<file path="src/rtl/core/csvfs_pkg.sv">
// csvfs_pkg: types, constants and the parser transition table of the CSV field splitter.
// No dependencies; used by csv_field_splitter.
`default_nettype none

package csvfs_pkg;

  localparam int unsigned POS_W               = 16;
  localparam int unsigned CHAR_W              = 8;
  localparam int unsigned CFG_INDEX_W         = 8;
  localparam int unsigned MAX_LINE_LENGTH_DEF = 65535;

  localparam logic [CHAR_W-1:0] NEWLINE_CODE  = 8'd10;
  localparam logic [CHAR_W-1:0] SEP_RESET     = 8'd44;
  localparam logic [CHAR_W-1:0] QUOTE_RESET   = 8'd34;

  localparam logic [CFG_INDEX_W-1:0] CFG_SEPARATOR = 8'd0;
  localparam logic [CFG_INDEX_W-1:0] CFG_QUOTE     = 8'd1;

  // Parser states; ROW_END and QUOTE_ERR are only ever transition targets.
  typedef enum logic [2:0] {
    ST_PLAIN       = 3'd0,
    ST_AFTER_SEP   = 3'd1,
    ST_QUOTE_OPEN  = 3'd2,
    ST_QUOTED      = 3'd3,
    ST_QUOTE_CLOSE = 3'd4,
    ST_ROW_END     = 3'd5,
    ST_QUOTE_ERR   = 3'd6
  } parse_state_t;

  typedef enum logic [2:0] {
    EV_SEP     = 3'd0,
    EV_QUOTE   = 3'd1,
    EV_NEWLINE = 3'd2,
    EV_PLAIN   = 3'd3,
    EV_END     = 3'd4
  } char_event_t;

  typedef enum logic [1:0] {
    STAT_OK        = 2'd0,
    STAT_OPEN_QUOTE = 2'd1,
    STAT_TOO_LONG  = 2'd2
  } status_t;

  typedef struct packed {
    logic [POS_W-1:0] field_start;
    logic [POS_W-1:0] field_length;
    logic             has_field;
    logic             row_last;
    status_t          status;
  } result_t;

  function automatic parse_state_t next_state(parse_state_t st, char_event_t ev);
    parse_state_t ns;
    ns = ST_PLAIN;
    unique case (st)
      ST_QUOTE_OPEN, ST_QUOTED: begin
        case (ev)
          EV_QUOTE: ns = ST_QUOTE_CLOSE;
          EV_END:   ns = ST_QUOTE_ERR;
          default:  ns = ST_QUOTED;
        endcase
      end
      ST_QUOTE_CLOSE: begin
        case (ev)
          EV_SEP:   ns = ST_AFTER_SEP;
          EV_QUOTE: ns = ST_QUOTED;
          EV_PLAIN: ns = ST_PLAIN;
          default:  ns = ST_ROW_END;
        endcase
      end
      default: begin
        case (ev)
          EV_SEP:   ns = ST_AFTER_SEP;
          EV_QUOTE: ns = ST_QUOTE_OPEN;
          EV_PLAIN: ns = ST_PLAIN;
          default:  ns = ST_ROW_END;
        endcase
      end
    endcase
    return ns;
  endfunction

endpackage

`default_nettype wire

</file>
<file path="src/rtl/core/csv_field_splitter.sv">
// csv_field_splitter: splits a stream of line bytes into field offsets and lengths.
// Depends on csvfs_pkg (types, constants, transition table).
`default_nettype none

// Channel  | Dir | Handshake             | Payload
// ---------+-----+-----------------------+-------------------------------------------
// in_      | in  | in_tvalid / in_tready | tdata: char_code; tuser: end_of_line
// out_     | out | out_tvalid/out_tready | tdata: field_start, field_length;
//          |     |                       | tuser: has_field, status; tlast: row_last
// cfg_     | in  | cfg_valid / cfg_ready | cfg_index, cfg_data (separator, quote)
//
// One byte per cycle while in_tready is high: classify, table lookup and the position
// compare/subtract sit between the parser state registers and the result register,
// so an item is taken in every such cycle and its result (if any) is registered.
// A result register plus one skid entry decouple the sides; in_tready drops only
// while the skid entry is occupied. cfg_ready is always high.
// Synchronous active-low reset clears the parser, the buffers and loads the default
// separator (comma) and quote (double quote).

module csv_field_splitter #(
  parameter int unsigned MAX_LINE_LENGTH = csvfs_pkg::MAX_LINE_LENGTH_DEF
) (
  input  wire logic                                clk,
  input  wire logic                                rst_n,
  // request in: tdata[7:0] char_code; tuser end_of_line
  input  wire logic                                in_tvalid,
  output logic                                     in_tready,
  input  wire logic [7:0]                          in_tdata,
  input  wire logic                                in_tuser,
  // result out: tdata[15:0] field_start, [31:16] field_length;
  // tuser[0] has_field, [2:1] status
  output logic                                     out_tvalid,
  input  wire logic                                out_tready,
  output logic [31:0]                              out_tdata,
  output logic [2:0]                               out_tuser,
  output logic                                     out_tlast,
  // configuration writes
  input  wire logic                                cfg_valid,
  output logic                                     cfg_ready,
  input  wire logic [csvfs_pkg::CFG_INDEX_W-1:0]   cfg_index,
  input  wire logic [csvfs_pkg::CHAR_W-1:0]        cfg_data
);

  localparam int unsigned POS_W = csvfs_pkg::POS_W;
  localparam logic [POS_W-1:0] MAX_POS = POS_W'(MAX_LINE_LENGTH);

  // configuration
  logic [csvfs_pkg::CHAR_W-1:0] sep_char_r;
  logic [csvfs_pkg::CHAR_W-1:0] quote_char_r;

  // parser state
  csvfs_pkg::parse_state_t state_r, state_nxt;
  logic [POS_W-1:0] pos_r, pos_nxt;
  logic [POS_W-1:0] start_r, start_nxt;
  logic [POS_W-1:0] end_r, end_nxt;
  logic             open_r, open_nxt;
  logic             row_fin_r, row_fin_nxt;

  // result buffering
  logic                 out_valid_r;
  csvfs_pkg::result_t   out_r;
  logic                 skid_valid_r;
  csvfs_pkg::result_t   skid_r;

  logic                     accept;
  logic                     eol;
  logic [7:0]               ch;
  csvfs_pkg::char_event_t   ev;
  csvfs_pkg::parse_state_t  ns;
  logic                     go_table;
  logic                     rearm;
  logic                     res_valid;
  csvfs_pkg::result_t       res;
  logic [POS_W-1:0]         close_pos;
  logic                     out_take;

  assign accept    = in_tvalid & in_tready;
  assign eol       = in_tuser;
  assign ch        = in_tdata;
  assign cfg_ready = 1'b1;
  assign in_tready = ~skid_valid_r;
  assign out_take  = out_valid_r & out_tready;

  // Classify the byte: separator beats quote when both registers match.
  always_comb begin
    if (eol) begin
      ev = csvfs_pkg::EV_END;
    end else if (ch == sep_char_r) begin
      ev = csvfs_pkg::EV_SEP;
    end else if (ch == quote_char_r) begin
      ev = csvfs_pkg::EV_QUOTE;
    end else if (ch == csvfs_pkg::NEWLINE_CODE) begin
      ev = csvfs_pkg::EV_NEWLINE;
    end else begin
      ev = csvfs_pkg::EV_PLAIN;
    end
  end

  assign ns = csvfs_pkg::next_state(state_r, ev);

  // The table runs unless the row is already done, the line is empty, or too long.
  assign go_table = accept & ~row_fin_r &
                    (eol ? (pos_r != '0) : (pos_r < MAX_POS));

  // The end item always rearms except when it drives a normal table step that
  // stays inside the row (never happens: END only leads to row end or error).
  assign rearm = accept & eol;

  // Next parser state.
  always_comb begin
    state_nxt = state_r;
    if (rearm) begin
      state_nxt = csvfs_pkg::ST_PLAIN;
    end else if (go_table) begin
      if (ns != csvfs_pkg::ST_ROW_END && ns != csvfs_pkg::ST_QUOTE_ERR) begin
        state_nxt = ns;
      end
    end
  end

  // A recorded closing quote counts only if set (nonzero) and not before the start.
  assign close_pos = (end_r == '0 || end_r < start_r) ? pos_r : end_r;

  // Position tracking and result generation.
  always_comb begin
    pos_nxt     = pos_r;
    start_nxt   = start_r;
    end_nxt     = end_r;
    open_nxt    = open_r;
    row_fin_nxt = row_fin_r;
    res_valid   = 1'b0;
    res         = '0;
    res.status  = csvfs_pkg::STAT_OK;

    if (accept && !row_fin_r) begin
      if (eol && pos_r == '0) begin
        // empty line: bare row end
        res_valid    = 1'b1;
        res.row_last = 1'b1;
      end else if (!eol && pos_r >= MAX_POS) begin
        res_valid    = 1'b1;
        res.row_last = 1'b1;
        res.status   = csvfs_pkg::STAT_TOO_LONG;
        row_fin_nxt  = 1'b1;
      end
    end

    if (go_table) begin
      if (!eol) begin
        pos_nxt = pos_r + POS_W'(1);
      end
      unique case (ns)
        csvfs_pkg::ST_QUOTE_CLOSE: begin
          end_nxt = pos_r;
        end
        csvfs_pkg::ST_PLAIN, csvfs_pkg::ST_QUOTED: begin
          if (!open_r) begin
            start_nxt = pos_r;
            open_nxt  = 1'b1;
          end
        end
        csvfs_pkg::ST_QUOTE_OPEN: begin
        end
        csvfs_pkg::ST_QUOTE_ERR: begin
          res_valid    = 1'b1;
          res.row_last = 1'b1;
          res.status   = csvfs_pkg::STAT_OPEN_QUOTE;
        end
        default: begin
          // field closes on a separator or a row end
          res_valid     = 1'b1;
          res.has_field = 1'b1;
          res.row_last  = (ns == csvfs_pkg::ST_ROW_END);
          if (open_r) begin
            res.field_start  = start_r;
            res.field_length = close_pos - start_r;
          end
          open_nxt  = 1'b0;
          start_nxt = '0;
          end_nxt   = '0;
          if (ns == csvfs_pkg::ST_ROW_END && !eol) begin
            row_fin_nxt = 1'b1;
          end
        end
      endcase
    end

    if (rearm) begin
      pos_nxt     = '0;
      start_nxt   = '0;
      end_nxt     = '0;
      open_nxt    = 1'b0;
      row_fin_nxt = 1'b0;
    end
  end

  always_ff @(posedge clk) begin
    if (!rst_n) begin
      sep_char_r   <= csvfs_pkg::SEP_RESET;
      quote_char_r <= csvfs_pkg::QUOTE_RESET;
    end else if (cfg_valid && cfg_ready) begin
      case (cfg_index)
        csvfs_pkg::CFG_SEPARATOR: sep_char_r   <= cfg_data;
        csvfs_pkg::CFG_QUOTE:     quote_char_r <= cfg_data;
        default: ;
      endcase
    end
  end

  always_ff @(posedge clk) begin
    if (!rst_n) begin
      state_r   <= csvfs_pkg::ST_PLAIN;
      pos_r     <= '0;
      start_r   <= '0;
      end_r     <= '0;
      open_r    <= 1'b0;
      row_fin_r <= 1'b0;
    end else begin
      state_r   <= state_nxt;
      pos_r     <= pos_nxt;
      start_r   <= start_nxt;
      end_r     <= end_nxt;
      open_r    <= open_nxt;
      row_fin_r <= row_fin_nxt;
    end
  end

  // Result register with one skid entry; the skid drains first.
  always_ff @(posedge clk) begin
    if (!rst_n) begin
      out_valid_r  <= 1'b0;
      skid_valid_r <= 1'b0;
    end else if (skid_valid_r) begin
      if (out_take) begin
        skid_valid_r <= 1'b0;
      end
    end else if (res_valid) begin
      if (out_valid_r && !out_tready) begin
        skid_valid_r <= 1'b1;
      end else begin
        out_valid_r <= 1'b1;
      end
    end else if (out_take) begin
      out_valid_r <= 1'b0;
    end
  end

  always_ff @(posedge clk) begin
    if (skid_valid_r) begin
      if (out_take) begin
        out_r <= skid_r;
      end
    end else if (res_valid) begin
      if (out_valid_r && !out_tready) begin
        skid_r <= res;
      end else begin
        out_r <= res;
      end
    end
  end

  assign out_tvalid = out_valid_r;
  assign out_tdata  = {out_r.field_length, out_r.field_start};
  assign out_tuser  = {out_r.status, out_r.has_field};
  assign out_tlast  = out_r.row_last;

endmodule

`default_nettype wire

</file>
<file path="config.mk">
export PLATFORM = sky130hd
export DESIGN_NAME = csv_field_splitter
export DESIGN_NICKNAME = d
export VERILOG_FILES = /design/src/rtl/core/csvfs_pkg.sv /design/src/rtl/core/csv_field_splitter.sv
export SDC_FILE = /design/constraint.sdc
export NUM_CORES = 1
export LEC_CHECK = 0
export BUFFER_PORTS_ARGS = -buffer_cell sky130_fd_sc_hd__buf_2
export CAP_MARGIN = 40
export CORE_ASPECT_RATIO = 1.4
export CORE_MARGIN = 5
export CORE_UTILIZATION = 56
export CTS_BUF_LIST = sky130_fd_sc_hd__clkbuf_8
export DETAILED_ROUTE_END_ITERATION = 8
export PLACE_DENSITY_LB_ADDON = 0.25
export SLEW_MARGIN = 15
export SYNTH_ARGS = -nofsm -noshare
export SYNTH_HDL_FRONTEND = slang
export SYNTH_SLANG_ARGS = --single-unit
</file>
<file path="constraint.sdc">
create_clock -name clk -period 4.5 [get_ports clk]
set_clock_uncertainty 0.15 [all_clocks]
set_input_delay 0 -clock clk [delete_from_list [all_inputs] [get_ports clk]]
set_output_delay 0 -clock clk [all_outputs]
set_load 0.1 [all_outputs]
</file>
==> results.sh, run 1 <==
export IMPL_status="complete, no violations"
export IMPL_portBuffers=67
export IMPL_critPathSlowestCell="or4b_4"
export IMPL_intPower_mw=1.93
export IMPL_fin_nets=892
export IMPL_routed_wl_um=17300
export IMPL_endpoint_kind="flip-flop"
export IMPL_finalSetupViolations=0
export IMPL_combPwrFrac_pct=13.2
export IMPL_ys_ff_latch=143
export IMPL_grt_usage_pct=22.8
export IMPL_finalWeightedCongestion=0.965
export IMPL_n_antenna_cell=0
export IMPL_hold_path_class="primary input to flip-flop"
export IMPL_cap_viol_max_count=0
export IMPL_p_switching_uw=816
export IMPL_fin_ws_ns=0.0795
export IMPL_min_period_ns=4.42
export IMPL_antenna_found_initial=0
export IMPL_worstMarginPinSlew_ns=0.754
export IMPL_place_hpwl_um=12500
export IMPL_yosysWarningCount=0
export IMPL_syn_nets=747
export IMPL_first_pass_iters=5
export IMPL_power_share_sequential_pct=51.2
export IMPL_design_core_area_mm2=0.0128
export IMPL_synthTopCellsByArea="edfxtp_1 30%, dfxtp_1 20%, ha_1 5.7%"
export IMPL_p_clk_share_pct=35.6
export IMPL_relSlewSlack_pct=49.7
export IMPL_row_count=49
export IMPL_ys_seq_area_share_pct=49.7
export IMPL_clock_root_buffer="clkbuf_8"
export IMPL_slowest_delay_ns=0.51
export IMPL_worstSetupStartpointType="flip-flop"
export IMPL_hold_viol_final=0
export IMPL_die_h_um=144
export IMPL_ios=69
export IMPL_tritoncts="done"
export IMPL_drtAntennaViolNets=0
export IMPL_clk_latency_ns=0.46
export IMPL_num_vias=5670
export IMPL_switching_share_pct=29.7
export IMPL_area_growth_pct=24.4
export IMPL_yosysTopAreaCellShare_pct=30.0
export IMPL_rsz0062_at_grt="true"
export IMPL_synth_area_mm2=0.00721
export IMPL_detail_route_wl_per_cell_um=17.4
export IMPL_dp_cells=932
export IMPL_fin_tns_setup_ns=0
export IMPL_grt_pass1_vias=5669
export IMPL_fp_dieW_um=106
export IMPL_start_util_pct=56.5
export IMPL_clock_path_buffers=2
export IMPL_cts_sinks=143
export IMPL_drtIter0Drc=225
export IMPL_synthArstFlopShare_pct=0
export IMPL_synth_ff_type="edfxtp_1"
export IMPL_crit_chain="inv_2 > ha_4 > nand4_1 > nor3_2 > or4b_4 > a31oi_4 > buf_6 > nor2_4 > a21oi_2 > ha_2 > fa_2 > nor2b_4 > o21ai_2 > a21oi_2 > buf_4 > o2111ai_4 > nand3_2 > o41ai_4 > xnor2_1 > a22o_1"
export IMPL_synthCells=683
export IMPL_fin_cells=994
export IMPL_post_route_period_util_pct=98.2
export IMPL_htree_num_levels=4
export IMPL_ir_worst_vdd_mv=0.206
export IMPL_worstPathMaxFanout=6
export IMPL_synth_cell_types=68
export IMPL_cp_required_ns=4.56
export IMPL_synth_edf_count=72
export IMPL_crit_top_cell="a21oi_2"
export IMPL_fp_dieArea_mm2=0.0153
export IMPL_power_total_mw=2.75
export IMPL_fillers=967
export IMPL_synth_most_common_cell="edfxtp_1"
export IMPL_viasPerCell=5.70
export IMPL_max_freq_mhz=226
export IMPL_powerDensity_mw_per_mm2=307
export IMPL_finalMaxSlewViolations=0
export IMPL_crit_type="flip-flop to flip-flop"
export IMPL_clk_pin_slew_ns=0.08
export IMPL_gr_total_overflow=0
export IMPL_synth_top_cell_by_area="edfxtp_1"
export IMPL_drc=0
export IMPL_place_ws_ns=-0.278
export IMPL_crit_arrival_ns=4.48
export IMPL_grt_pass1_wl_um=27600
export IMPL_synth_area_per_cell_um2=10.6
export IMPL_numCtsBuffers=17
export IMPL_grt_max_degree=40
export IMPL_seqCellArea_mm2=0.00359
export IMPL_leakagePower_nw=3.71
export IMPL_synth_common_cells="72 x edfxtp_1, 71 x dfxtp_1, 62 x nand2_1, 58 x nor2_1, 36 x a21o_1"
export IMPL_multi_input_area_mm2=0.00362
export IMPL_drive_gt1_share_pct=26.8
-- cell families after synthesis --
family | share of synthesized area [%]
flops | 49.7
xor+xnor | 4.01
mux | 6.73
fa+ha+maj | 6.00
buf+inv | 3.49
other cells | 0.0520
compound gates | 13.9
simple gates | 16.1
-- layer usage --
| layer | track usage, % | up-vias | routed length, um |
|---|---|---|---|
| li1 | - | 2769 | - |
| met1 | 24.9 | 2718 | 6760 |
| met2 | 43.0 | 143 | 9350 |
| met3 | 4.29 | 40 | 562 |
| met4 | 9.75 | 0 | 591 |
| met5 | 0 | - | 0 |
-- critical path: cells and delay by family, from the launching register on --
kind / cells / cell delay, ns
flops: 1 / 0.34
xor+xnor: 1 / 0.15
fa+ha+maj: 3 / 0.70
simple gates: 6 / 1.13
buf+inv: 3 / 0.37
compound gates: 7 / 1.33
-- cell type report --
| class | count | share of cell area, % |
|---|---|---|
| clock inverter | 14 | 1.48 |
| sequential | 143 | 40.0 |
| clock buffer | 18 | 2.76 |
| tap | 153 | 2.14 |
| timing repair buffer | 153 | 12.0 |
| inverter | 30 | 1.26 |
| multi-input combinational | 483 | 40.3 |
-- state kept, by name, summed over array words and instances, names as in the netlist --
name	count
sep_char_r	8
out_tdata	32
skid_r	36
out_tuser	3
state_r	3
row_fin_r	1
out_tlast	1
quote_char_r	8
out_tvalid	1
start_r	16
end_r	16
pos_r	16
open_r	1
skid_valid_r	1
-- what timing repair did --
action / 4_1_cts / 5_1_grt
gates resized for setup: 5 / 46
endpoints found under the setup margin: 13 / 13
hold endpoints to repair: 28 / 0
setup buffers: 1 / 4
hold buffers: 24 / 0
pin swaps: 1 / 15
gates cloned: 0 / 0
-- path summary, 6_finish.rpt --
kind | cells after the start | startpoint | slack, ns | end
max | 20 | start_r[15] | 0.08 | out_tdata[30]
min | 5 | cfg_index[3] | 0.17 | quote_char_r[0]
max reg2reg | 20 | start_r[15] | 0.08 | out_tdata[30]
min reg2reg | 1 | start_r[7] | 0.34 | start_r[7]
-- power groups by stage --
stage	logic (mW)	registers [mW]	clock network, mW
6_report	0.363	1.41	0.979
2_1_floorplan	0.0966	1.62	0
3_3_place_gp	0.340	1.44	0
3_5_place_dp	0.349	1.44	0
4_1_cts	0.361	1.41	0.997
5_1_grt	0.379	1.41	1.07
-- cells in the final DEF (no fill, tap or decap), types with 7 or more instances in the layout --
cell           synthesis  final
nor2_1                58     56
nand2_1               62     62
nand4_1               10     10
dlygate4sd3_1          0     24
nor3_1                13     10
mux2i_1               35     35
a21o_1                36     36
clkbuf_8               0     18
buf_2                  9     67
a21oi_1               24     21
buf_4                  1     57
edfxtp_1              72     72
xor2_1                14     14
dfxtp_1               71     67
ha_1                  33     27
inv_1                 30     26
a22o_1                18     18
and2_1                 7      7
or3_1                  8      8
nand3_1               11     10
xnor2_1               19     19
nor4_1                 8      8
nor2b_1               16     15
mux2_2                12     11
o21ai_0               28     23
-- per-stage QoR --
stage                     hold slack [ns]  util (%)  cell area (um^2)
after floorplan                   -0.0249         -              7210
after global placement             0.0818      62.9              8020
after detailed placement           0.0851      63.2              8060
after CTS                           0.163      68.2              8700
after global routing                0.198      70.3              8970
final                               0.168      70.3              8970
Power figures use the tool's default switching activity.
==> run 2: changes to the inputs <==
--- a/config.mk
+++ b/config.mk
@@ -12,7 +12,7 @@
 export CORE_UTILIZATION = 56
 export CTS_BUF_LIST = sky130_fd_sc_hd__clkbuf_8
 export DETAILED_ROUTE_END_ITERATION = 8
-export PLACE_DENSITY_LB_ADDON = 0.25
+export PLACE_DENSITY = 0.79
 export SLEW_MARGIN = 15
 export SYNTH_ARGS = -nofsm -noshare
 export SYNTH_HDL_FRONTEND = slang
==> results.sh, run 2 (synthesis gave the netlist of run 1 again) <==
export IMPL_tritoncts="done"
export IMPL_n_antenna_cell=0
export IMPL_detail_route_wl_per_cell_um=18.1
export IMPL_num_vias=5736
export IMPL_area_growth_pct=23.6
export IMPL_clk_pin_slew_ns=0.08
export IMPL_clk_latency_ns=0.45
export IMPL_fin_tns_setup_ns=-0.00284
export IMPL_rsz0062_at_grt="true"
export IMPL_fin_ws_ns=-0.00284
export IMPL_top_layer="met4"
export IMPL_grt_max_degree=40
export IMPL_ir_worst_vdd_mv=0.178
export IMPL_max_freq_mhz=222
export IMPL_violations="setup timing"
export IMPL_row_count=49
export IMPL_hold_viol_final=0
export IMPL_wl_met3_um=731
export IMPL_status="finished, violations left"
export IMPL_regMostFlops="skid_r"
export IMPL_drtAntennaViolNets=0
export IMPL_numCtsBuffers=17
export IMPL_final_cell_mix="72 x edfxtp_1, 67 x dfxtp_1, 67 x buf_2"
export IMPL_endpoint_kind="flip-flop"
export IMPL_die_h_um=144
export IMPL_crit_type="flip-flop to flip-flop"
export IMPL_wl_met2_um=9430
export IMPL_grt_pass1_wl_um=27400
export IMPL_grt_pass1_vias=5910
export IMPL_drt_met1_wl_um=6830
export IMPL_fp_dieW_um=106
export IMPL_viasPerCell=5.88
export IMPL_start_util_pct=56.5
export IMPL_finalMaxSlewViolations=0
export IMPL_gr_total_overflow=0
export IMPL_clock_root_buffer="clkbuf_8"
export IMPL_drc=0
export IMPL_drive_gt1_share_pct=26.1
export IMPL_portBuffers=67
export IMPL_fin_nets=874
export IMPL_routed_wl_um=17700
export IMPL_antenna_found_initial=0
export IMPL_post_route_period_util_pct=100
export IMPL_first_pass_iters=5
export IMPL_design_core_area_mm2=0.0128
export IMPL_power_total_mw=2.85
export IMPL_cap_viol_max_count=0
export IMPL_min_period_ns=4.50
export IMPL_clock_path_buffers=2
export IMPL_relSlewSlack_pct=44.7
export IMPL_worstMarginPinSlew_ns=0.823
export IMPL_largest_reg_flops=36
export IMPL_place_hpwl_um=12000
export IMPL_grt_usage_pct=22.4
export IMPL_worstPathMaxFanout=5
export IMPL_fp_dieArea_mm2=0.0153
export IMPL_drtIter0Drc=321
export IMPL_finalWeightedCongestion=1.01
export IMPL_worstSetupStartpointType="flip-flop"
export IMPL_cp_required_ns=4.55
export IMPL_crit_arrival_ns=4.55
export IMPL_leakagePower_nw=3.67
export IMPL_fillers=881
export IMPL_ios=69
export IMPL_hold_path_class="primary input to flip-flop"
export IMPL_finalSetupViolations=1
export IMPL_layout_commonest_cell="edfxtp_1"
export IMPL_htree_num_levels=4
export IMPL_powerDensity_mw_per_mm2=320
export IMPL_cts_sinks=143
-- run 2: routing by layer --
layer / up-vias / global-route usage [%]
li1: 2736 / -
met1: 2747 / 24.2
met2: 198 / 42.1
met3: 55 / 3.84
met4: 0 / 11.3
met5: - / 0
-- run 2: worst paths after layout --
kind	from	to	slack (ns)	cells after the start
setup / recovery	start_r[14]	out_tdata[30]	-0.003	17
hold reg to reg	start_r[14]	start_r[14]	0.33	1
setup reg to reg	start_r[14]	out_tdata[30]	-0.003	17
hold / removal	cfg_index[5]	sep_char_r[0]	0.08	7
-- run 2: what timing repair did --
action | CTS | global route
endpoints found under the hold margin | 32 | 0
pin swaps | 1 | 19
setup buffers | 0 | 6
gates resized for setup | 5 | 55
hold buffers | 19 | 0
gates cloned | 0 | 1
setup endpoints to repair | 9 | 16
-- run 2: metrics by stage --
step	utilization (%)	instances	hold slack (ns)	setup WS (ns)	instance area, um^2
after CTS	67.3	969	0.0347	0.00614	8580
after global placement	62.0	915	0.0772	0.00614	7910
after detailed placement	62.4	918	0.0879	-0.158	7950
after global routing	69.9	976	0.0975	-0.145	8910
final	69.9	976	0.0776	-0.00284	8910
after floorplan	-	683	-0.0249	0.0196	7210
-- run 2: critical path: stages (launching register included) --
cell and delay (ns):
dfxtp_2 0.34, inv_2 0.05, ha_4 0.27, nand4_1 0.16, nor3_4 0.25, or4b_4 0.50, a31oi_4 0.23, buf_6 0.16
mux2_2 0.36, ha_4 0.23, a21o_1 0.18, a21oi_1 0.15, o21ai_0 0.09, a21oi_1 0.21, nand3_2 0.17, o41ai_4 0.37
xnor2_2 0.17, a22o_1 0.22
-- run 2: layout make-up --
cell class / instances / area (um^2) / share of cell area [%]
clock buffers: 17 / 234 / 2.62
clock inverters: 15 / 184 / 2.06
inverters: 30 / 113 / 1.26
multi-input cells: 483 / 3670 / 41.1
flip-flops and latches: 143 / 3590 / 40.3
well taps: 153 / 191 / 2.15
repair buffers: 135 / 936 / 10.5
-- run 2: power breakdown --
group | internal (mW) | leakage, nW | switching (mW)
registers | 1.40 | 1.29 | 0.00969
clock network | 0.558 | 0.215 | 0.524
logic | 0.0751 | 2.17 | 0.285
total | 2.03 | 3.67 | 0.819
==> run 3: changes to the inputs <==
--- a/config.mk
+++ b/config.mk
@@ -9,10 +9,10 @@
 export CAP_MARGIN = 40
 export CORE_ASPECT_RATIO = 1.4
 export CORE_MARGIN = 5
-export CORE_UTILIZATION = 56
-export CTS_BUF_LIST = sky130_fd_sc_hd__clkbuf_8
+export CORE_UTILIZATION = 54
+export CTS_BUF_LIST = sky130_fd_sc_hd__clkbuf_4 sky130_fd_sc_hd__clkbuf_8 sky130_fd_sc_hd__clkbuf_16
 export DETAILED_ROUTE_END_ITERATION = 8
-export PLACE_DENSITY = 0.79
+export PLACE_DENSITY = 0.77
 export SLEW_MARGIN = 15
 export SYNTH_ARGS = -nofsm -noshare
 export SYNTH_HDL_FRONTEND = slang
==> results.sh, run 3 (synthesis gave the netlist of run 1 again) <==
export IMPL_grt_pass1_wl_um=28800
export IMPL_finalMaxSlewViolations=0
export IMPL_detail_route_wl_per_cell_um=17.6
export IMPL_place_ws_ns=-0.322
export IMPL_min_period_ns=4.47
export IMPL_fin_nets=885
export IMPL_place_hpwl_um=12500
export IMPL_fp_dieW_um=108
export IMPL_dp_cells=958
export IMPL_ir_worst_vdd_mv=0.229
export IMPL_cp_required_ns=4.64
export IMPL_largest_reg_flops=36
export IMPL_design_core_area_mm2=0.0133
export IMPL_status="complete, no violations"
export IMPL_gr_total_overflow=0
export IMPL_fin_ws_ns=0.0286
export IMPL_powerDensity_mw_per_mm2=349
export IMPL_holdPathStages=5
export IMPL_hold_path_class="primary input to flip-flop"
export IMPL_grt_pass1_vias=6067
export IMPL_numCtsBuffers=17
export IMPL_leakagePower_nw=3.76
export IMPL_drc=0
export IMPL_timing_rr_end="out_tdata[26]"
export IMPL_hold_path_end="sep_char_r[0]"
export IMPL_max_freq_mhz=224
export IMPL_num_vias=5890
export IMPL_row_count=50
export IMPL_final_util_pct=68.6
export IMPL_drive_gt1_share_pct=26.4
export IMPL_drtAntennaViolNets=0
export IMPL_hp_start="cfg_index[0]"
export IMPL_final_cell_mix="72 x edfxtp_1, 67 x dfxtp_1, 67 x buf_2"
export IMPL_die_h_um=147
export IMPL_crit_type="flip-flop to flip-flop"
export IMPL_power_total_mw=3.17
export IMPL_cts_sinks=143
export IMPL_fin_cells=1016
export IMPL_post_route_period_util_pct=99.4
export IMPL_clk_latency_ns=0.42
export IMPL_clock_path_buffers=2
export IMPL_rr_worst_depth=19
export IMPL_finalSetupViolations=0
export IMPL_finalWeightedCongestion=0.963
export IMPL_layout_commonest_cell="edfxtp_1"
export IMPL_clk_pin_slew_ns=0.06
export IMPL_rsz0062_at_grt="true"
export IMPL_fin_tns_setup_ns=0
export IMPL_worstSetupStartpointType="flip-flop"
export IMPL_antenna_found_initial=0
export IMPL_clock_root_buffer="clkbuf_16"
export IMPL_fillers=960
export IMPL_drtIter0Drc=362
export IMPL_htree_num_levels=4
export IMPL_reg2reg_from="start_r[13]"
export IMPL_start_util_pct=54.4
export IMPL_grt_usage_pct=22.8
export IMPL_n_antenna_cell=0
export IMPL_viasPerCell=5.80
export IMPL_endpoint_kind="flip-flop"
export IMPL_tritoncts="done"
export IMPL_portBuffers=67
export IMPL_regMostFlops="skid_r"
export IMPL_routed_wl_um=17900
export IMPL_ios=69
export IMPL_worstMarginPinSlew_ns=0.868
export IMPL_crit_arrival_ns=4.61
export IMPL_reg2reg_setup_slack_ns=0.03
export IMPL_fp_dieArea_mm2=0.0158
export IMPL_cap_viol_max_count=0
export IMPL_first_pass_iters=4
export IMPL_hold_viol_final=0
export IMPL_area_growth_pct=26.2
export IMPL_worstPathMaxFanout=7
export IMPL_relSlewSlack_pct=42.0
export IMPL_grt_max_degree=40
run 3: cell type report:
cell class	count	area [um^2]	area share (%)
Sequential cell	143	3590	39.4
Multi-Input combinational cell	483	3580	39.4
Timing Repair Buffer	146	997	11.0
Clock buffer	18	439	4.83
Tap cell	182	228	2.50
Clock inverter	14	154	1.69
Inverter	30	113	1.24
run 3: metal layers:
| layer | global-route usage (%) | wire length [um] |
|---|---|---|
| met1 | 24.7 | 6760 |
| met2 | 42.3 | 9690 |
| met3 | 3.69 | 723 |
| met4 | 11.0 | 704 |
| met5 | 0 | 0 |
run 3: how the worst max path moves through the flow:
stage | startpoint | to | slack [ns] | cells past startpoint
after floorplan | start_r[15] | out_tdata[26] | 0.02 | 20
after global placement | start_r[15] | out_tdata[26] | -0.08 | 19
after detailed placement | start_r[15] | out_tdata[26] | -0.32 | 19
after CTS | start_r[15] | out_tdata[26] | 0.0001 | 19
after global routing | start_r[14] | out_tdata[26] | -0.21 | 19
final | start_r[13] | out_tdata[26] | 0.03 | 19
run 3: power breakdown:
group          internal (mW)  switching (mW)  total, mW
Sequential              1.40         0.00915       1.41
Clock                  0.840           0.570       1.41
Combinational         0.0720           0.283      0.355
Total                   2.31           0.863       3.17
run 3: timing repair:
item | 4_1_cts | 5_1_grt
setup endpoints to repair | 13 | 16
resized for setup | 7 | 37
pin swaps | 1 | 18
setup buffers | 0 | 8
hold buffers | 18 | 0
cloned | 0 | 0
endpoints found under the hold margin | 27 | 0
run 3: through the flow:
stage | cell area [um^2] | hold slack (ns)
detailed placement | 8070 | 0.0963
finish | 9100 | 0.0117
global route | 9100 | 0.0363
CTS | 8870 | 0.00650
floorplan | 7210 | -0.0249
global placement | 8030 | 0.0759
run 3: critical path, cell delays in order, from the launching register on:
cell,delay (ns)
dfxtp_2,0.34
inv_2,0.05
ha_4,0.26
nand4_1,0.14
nor3_2,0.29
or4b_4,0.51
a31oi_4,0.24
buf_6,0.16
nor2_2,0.04
a21oi_2,0.13
ha_2,0.21
fa_2,0.24
nor2b_4,0.05
o21ai_2,0.19
a21oi_2,0.10
o21ai_1,0.19
a21oi_1,0.11
or4b_2,0.66
a31oi_4,0.20
a21o_1,0.10
